===== config.mk =====
export PLATFORM = sky130hd
export DESIGN_NAME = arp_responder_with_cache
export DESIGN_NICKNAME = d
export VERILOG_FILES = /design/src/design/arpc_pkg.sv /design/src/design/arpc_cell.sv /design/src/design/arp_responder_with_cache.sv
export SDC_FILE = /design/constraint.sdc
export NUM_CORES = 2
export LEC_CHECK = 0
export BUFFER_PORTS_ARGS = -buffer_cell sky130_fd_sc_hd__buf_2
export CAP_MARGIN = 20
export CORE_UTILIZATION = 66
export DETAILED_ROUTE_END_ITERATION = 6
export PLACE_DENSITY = 0.87
export SYNTH_ARGS = -nofsm -noshare
export SYNTH_HDL_FRONTEND = slang
export SYNTH_HIERARCHICAL = 1
export SYNTH_SLANG_ARGS = --single-unit

===== constraint.sdc =====
create_clock -name clk -period 4 [get_ports clk]
set_input_delay 0.8 -clock clk [delete_from_list [all_inputs] [get_ports clk]]
set_output_delay 0.8 -clock clk [all_outputs]
set_load 0.1 [all_outputs]

===== src/design/arpc_pkg.sv =====
// ----------------------------------------------------------------------------
// ARP responder package
// Shared types and constants for the ARP responder and its cache cells.
// ----------------------------------------------------------------------------
`default_nettype none

package arpc_pkg;

	localparam int CACHE_ENTRIES = 16;

	localparam logic [10:0] MIN_ARP_LEN = 11'd28;
	localparam logic [15:0] OP_REQUEST  = 16'h0001;
	localparam logic [15:0] OP_REPLY    = 16'h0002;

	localparam int CFG_W = 48;

	typedef enum logic {
		CFG_OWN_IP  = 1'b0,
		CFG_OWN_MAC = 1'b1
	} cfg_index_t;

	typedef enum logic [2:0] {
		OUT_IGNORED = 3'd0,
		OUT_REPLY   = 3'd1,
		OUT_NOT_US  = 3'd2,
		OUT_CACHED  = 3'd3,
		OUT_FULL    = 3'd4,
		OUT_HIT     = 3'd5,
		OUT_MISS    = 3'd6
	} outcome_t;

	typedef struct packed {
		logic        action;
		logic [10:0] packet_length;
		logic [15:0] opcode;
		logic [47:0] sender_mac;
		logic [31:0] sender_ip;
		logic [31:0] target_ip;
		logic [47:0] eth_src_mac;
		logic [31:0] lookup_ip;
	} in_t;

	typedef struct packed {
		outcome_t    outcome;
		logic [47:0] reply_dest_mac;
		logic [31:0] reply_target_ip;
		logic [47:0] found_mac;
	} out_t;

	// Token that walks the cell chain. For a store it carries the MAC to
	// write; for a lookup it collects the MAC of the matching slot.
	typedef struct packed {
		logic        valid;
		logic        store;
		logic        hit;
		logic [31:0] ip;
		logic [47:0] mac;
	} tok_t;

endpackage

`default_nettype wire


===== src/design/arpc_cell.sv =====
// ----------------------------------------------------------------------------
// ARP cache cell
// One cache slot. Serves a passing token (store or lookup) and hands it on.
// ----------------------------------------------------------------------------
`default_nettype none

module arpc_cell import arpc_pkg::*; (
	input  wire  clk,
	input  wire  arst_n,
	input  tok_t tok_in,
	output tok_t tok_out
);

	logic [31:0] ip_q;
	logic [47:0] mac_q;
	tok_t        tok_q;
	tok_t        tok_next;
	logic        take;

	// Only the first matching slot along the chain serves a token.
	always_comb begin
		tok_next = tok_in;
		take     = 1'b0;
		if (tok_in.valid && !tok_in.hit) begin
			if (tok_in.store) begin
				if (ip_q == 32'd0) begin
					take         = 1'b1;
					tok_next.hit = 1'b1;
				end
			end else if (ip_q == tok_in.ip) begin
				tok_next.hit = 1'b1;
				tok_next.mac = mac_q;
			end
		end
	end

	always_ff @(posedge clk or negedge arst_n) begin
		if (!arst_n) begin
			ip_q  <= '0;
			mac_q <= '0;
			tok_q <= '0;
		end else begin
			tok_q <= tok_next;
			if (take) begin
				ip_q  <= tok_in.ip;
				mac_q <= tok_in.mac;
			end
		end
	end

	assign tok_out = tok_q;

endmodule

`default_nettype wire


===== src/design/arp_responder_with_cache.sv =====
// A request or an ignored packet gives its result beat the cycle after
// acceptance; a cache store or lookup passes the launch register, then walks
// CACHE_ENTRIES cells, one cell per cycle, before its result is registered.
// Throughput: one item at a time; the next item is taken the cycle after the
// result beat leaves. Reset clears the control state, our IP address and every
// cache slot at once.
// ----------------------------------------------------------------------------
// ARP responder with cache
// Answers ARP requests for our IP, caches ARP replies and serves lookups.
// ----------------------------------------------------------------------------
`default_nettype none

module arp_responder_with_cache import arpc_pkg::*; (
	input  wire              clk,
	input  wire              arst_n,
	input  wire              in_valid,
	output logic             in_stall,
	input  in_t              in_data,
	output logic             out_valid,
	input  wire              out_stall,
	output out_t             out_data,
	input  wire              cfg_we,
	input  cfg_index_t       cfg_index,
	input  wire  [CFG_W-1:0] cfg_data
);

	typedef enum logic [1:0] {
		ST_IDLE,
		ST_BUSY,
		ST_OUT
	} state_t;

	state_t      state_q;
	logic [31:0] own_ip_q;
	tok_t        launch_q;
	out_t        out_q;
	tok_t        chain [CACHE_ENTRIES+1];
	tok_t        tail;
	logic        accept;
	tok_t        launch_d;
	out_t        idle_out;

	assign chain[0] = launch_q;
	assign tail     = chain[CACHE_ENTRIES];

	genvar gi;
	generate
		for (gi = 0; gi < CACHE_ENTRIES; gi++) begin : g_cell
			arpc_cell u_cell (
				.clk     (clk),
				.arst_n  (arst_n),
				.tok_in  (chain[gi]),
				.tok_out (chain[gi+1])
			);
		end
	endgenerate

	assign in_stall  = (state_q != ST_IDLE);
	assign accept    = in_valid && !in_stall;
	assign out_valid = (state_q == ST_OUT);
	assign out_data  = out_q;

	// Lookups and replies go down the cell chain; everything else is answered
	// straight away.
	always_comb begin
		launch_d = '0;
		idle_out = '{OUT_IGNORED, 48'd0, 32'd0, 48'd0};
		if (accept) begin
			if (in_data.action) begin
				launch_d = '{1'b1, 1'b0, 1'b0, in_data.lookup_ip, 48'd0};
			end else if (in_data.packet_length >= MIN_ARP_LEN &&
					in_data.opcode == OP_REPLY) begin
				launch_d = '{1'b1, 1'b1, 1'b0, in_data.sender_ip, in_data.sender_mac};
			end else if (in_data.packet_length >= MIN_ARP_LEN &&
					in_data.opcode == OP_REQUEST) begin
				if (in_data.target_ip == own_ip_q) begin
					idle_out = '{OUT_REPLY, in_data.eth_src_mac, in_data.sender_ip, 48'd0};
				end else begin
					idle_out.outcome = OUT_NOT_US;
				end
			end
		end
	end

	always_ff @(posedge clk or negedge arst_n) begin
		if (!arst_n) begin
			state_q  <= ST_IDLE;
			own_ip_q <= '0;
			launch_q <= '0;
			out_q    <= '0;
		end else begin
			// Our MAC only goes into the sender field of the outgoing frame,
			// which is built downstream, so it is not held here.
			if (cfg_we && cfg_index == CFG_OWN_IP) begin
				own_ip_q <= cfg_data[31:0];
			end
			launch_q <= launch_d;
			case (state_q)
				ST_IDLE: begin
					if (accept) begin
						out_q   <= idle_out;
						state_q <= launch_d.valid ? ST_BUSY : ST_OUT;
					end
				end
				ST_BUSY: begin
					if (tail.valid) begin
						if (tail.store) begin
							out_q <= '{tail.hit ? OUT_CACHED : OUT_FULL, 48'd0, 32'd0, 48'd0};
						end else if (tail.hit) begin
							out_q <= '{OUT_HIT, 48'd0, 32'd0, tail.mac};
						end else begin
							out_q <= '{OUT_MISS, 48'd0, 32'd0, 48'd0};
						end
						state_q <= ST_OUT;
					end
				end
				ST_OUT: begin
					if (!out_stall) begin
						state_q <= ST_IDLE;
					end
				end
				default: begin
					state_q <= ST_IDLE;
				end
			endcase
		end
	end

endmodule

`default_nettype wire


==> flow_summary.json <==
{
  "initial_utilization_pct": 66.58,
  "syn_avg_cell_area_um2": 16.28,
  "final_layout_size_suffix_gt1_share_pct": 34.05,
  "finalWorstPathRequiredPeriod_ns": 3.280,
  "place.port_buffers": 388,
  "cts_buffer_depth": 4,
  "rows": 145,
  "gp_routability_congestion": 0.9259,
  "syn2layout_area_growth_pct": 12.55,
  "p_leak_nw": 64.04,
  "totalNegativeSetupSlack_ns": 0,
  "power.ir.vdd_worst_v": 0.0004634,
  "post_cts_resized": 0,
  "antenna_violating_nets_post_route": 0,
  "dp_wirelength_um": 120600,
  "timing.hold.worst_path_depth": 2,
  "vias": 52784,
  "antenna_found_initial": 1,
  "core_um2": 156400,
  "remaining_drc_errors": 0,
  "number_of_design_rule_violations_left_by_the_first_detailed_router_iteration": 3236,
  "worst_slew_margin_rel_pct": 33.19,
  "timing.critical_path.arrival_ns": 2.48,
  "worst_clk_skew_ns": 0.06470,
  "cts_buffer_count": 285,
  "timing_worst_slew_pin_value_ns": 0.9931,
  "die_width_um": 399.2,
  "timing.critical_path.from_type": "flip-flop",
  "nets": 7189,
  "die_height_um": 399.2,
  "drtPass1Iterations": 5,
  "power.density_cell_area_nw_per_um2": 499.3,
  "data_required_time_of_the_critical_path_ns": 3.20,
  "timing_worst_setup_path_type": "reg2out",
  "detail_route.wl_per_cell_um": 21.31,
  "first_global_vias": 58554,
  "timing.reg2reg.setup_slack_ns": 1.03,
  "run_status": "complete, no violations",
  "cap_viol_max_count": 0,
  "fp.dieArea_um2": 159300,
  "synthesis.instances": 6396,
  "path_clk_slew_ns": 0.06,
  "n_fill_cell": 8662,
  "ctsHtreeMaxLevel": 5,
  "final-hold-violation-count": 0,
  "summed_instance_area_of_the_synthesized_netlist_um2": 104100,
  "timing.critical_path.fanout_max": 8,
  "drt-vias-per-instance": 5.762,
  "synth-warning-count": 6,
  "number_of_setup_violations_in_the_final_report": 0,
  "antenna_cells_inserted": 0,
  "ctsRootBufferMaster": "clkbuf_16",
  "setup_repair_after_global_routing_missed_its_margin": "false",
  "final.period_utilization_pct": 81.99,
  "wire_length_of_the_first_global_routing_pass_um": 319900,
  "slew_violations": 0,
  "floorplan.io_pins": 407,
  "wl_um": 195200,
  "grt_overflow_total": 0,
  "insertion_delay_ns": 0.89,
  "holdCritPathClass": "in2reg",
  "cells_traversed_along_the_worst_timing_path": "nor2b_1 > buf_2",
  "cts_tree": "yes",
  "endpoint_kind": "output pin",
  "fin_worst_hold_slack_ns": 0.1123,
  "timing.fmax_ghz": 0.3049,
  "grt_max_degree": 142,
  "clock_sink_count": 2823,
  "worst_path_max_delay_cell": "nor2b_1",
  "grt.total_usage_pct": 25.32,
  "timing.reg2reg.worst_path_depth": 5,
  "crit_path_max_incr_delay_ns": 0.58
}
-- layout by cell type (no fill, tap or decap), types with 2 or more instances in the layout --
| cell | count |
|---|---|
| mux2_1 | 64 |
| buf_2 | 387 |
| clkinv_2 | 30 |
| nor4b_1 | 48 |
| inv_1 | 2 |
| mux2_4 | 144 |
| nor3_1 | 33 |
| nand3_1 | 35 |
| clkinvlp_4 | 5 |
| or4_1 | 2 |
| clkbuf_8 | 56 |
| buf_12 | 43 |
| clkbuf_16 | 292 |
| o21ai_0 | 4 |
| inv_6 | 4 |
| conb_1 | 3 |
| mux2i_1 | 2 |
| nor4_1 | 139 |
| clkinv_4 | 5 |
| a22o_1 | 160 |
| mux2_2 | 1360 |
| a21o_1 | 512 |
| nor3_4 | 18 |
| buf_4 | 50 |
| nand2_1 | 34 |
| nand4_1 | 130 |
| and2_1 | 48 |
| xor2_1 | 112 |
| nor2_1 | 24 |
| clkbuf_1 | 66 |
| dfrtp_1 | 2823 |
| nand2b_1 | 2 |
| bufinv_16 | 16 |
| xnor2_1 | 432 |
-- repair_timing --
| item | 4_1_cts | 5_1_grt |
|---|---|---|
| hold endpoints to repair | 29 | 0 |
| buffers inserted | 0 | 0 |
| hold buffers | 1 | 0 |
-- power by group --
part / total (mW) / internal, mW / switching (mW)
Sequential: 29.9 / 29.2 / 0.680
Combinational: 2.86 / 0.980 / 1.88
Clock: 25.8 / 15.4 / 10.4
-- final cells by class --
type                    count  area [um2]  area share (%)
flip-flops and latches   2823       70640           60.28
multi-input cells        3320       31680           27.03
inverters                   2       7.507        0.006406
clock buffers             414        8325           7.104
well taps                2058        2575           2.197
repair buffers            482        3198           2.729
clock inverters            61       763.2          0.6513
-- through the flow --
step | cell area [um2] | total power, mW | util, % | setup WS [ns] | cells
after global routing | 117200 | 60.44 | 74.93 | 0.6337 | 9160
final | 117200 | 58.51 | 74.93 | 0.7204 | 9160
after floorplan | 104100 | 31.70 | - | 1.319 | 6398
after global placement | 108100 | 33.17 | 69.11 | 0.9589 | 8683
after CTS | 117200 | 59.05 | 74.93 | 0.6234 | 9159
after detailed placement | 108100 | 33.25 | 69.11 | 0.8680 | 8683
-- path summary, 6_finish.rpt --
check                                                   from                           end
worst min register to register  g_cell[7].u_cell/tok_out[82]  g_cell[8].u_cell/tok_out[82]
worst max-delay path                              state_q[1]                     out_valid
max in group asynchronous                             arst_n  g_cell[8].u_cell/tok_out[11]
min in group asynchronous                             arst_n    g_cell[15].u_cell/ip_q[12]
worst min-delay path                            in_data[152]                   chain[1336]
worst max register to register      g_cell[6].u_cell/ip_q[9]    g_cell[6].u_cell/mac_q[45]
-- state kept, by name, indices dropped and copies added (netlist names) --
register	flops
chain	82
g_cell.u_cell/mac_q	768
own_ip_q	32
out_data	131
g_cell.u_cell/ip_q	512
state_q	2
g_cell.u_cell/tok_out	1296
-- critical path, delay by kind of cell, from the launching register on --
family	cells	cell delay (ns)
AND/OR/NAND/NOR	1	0.58
buffers and inverters	1	0.56
flip-flops	1	0.46
-- routing by layer --
metal  GRT usage [%]  vias to the layer above  share of wire (%)
met5               0                        -             0.0067
met4           10.87                        2                4.4
met3           3.352                      488                3.0
met2           44.44                     1154                 53
met1           31.67                    27520                 40
li1                -                    23620                  -
No activity file was read; power rests on OpenSTA's default activity.
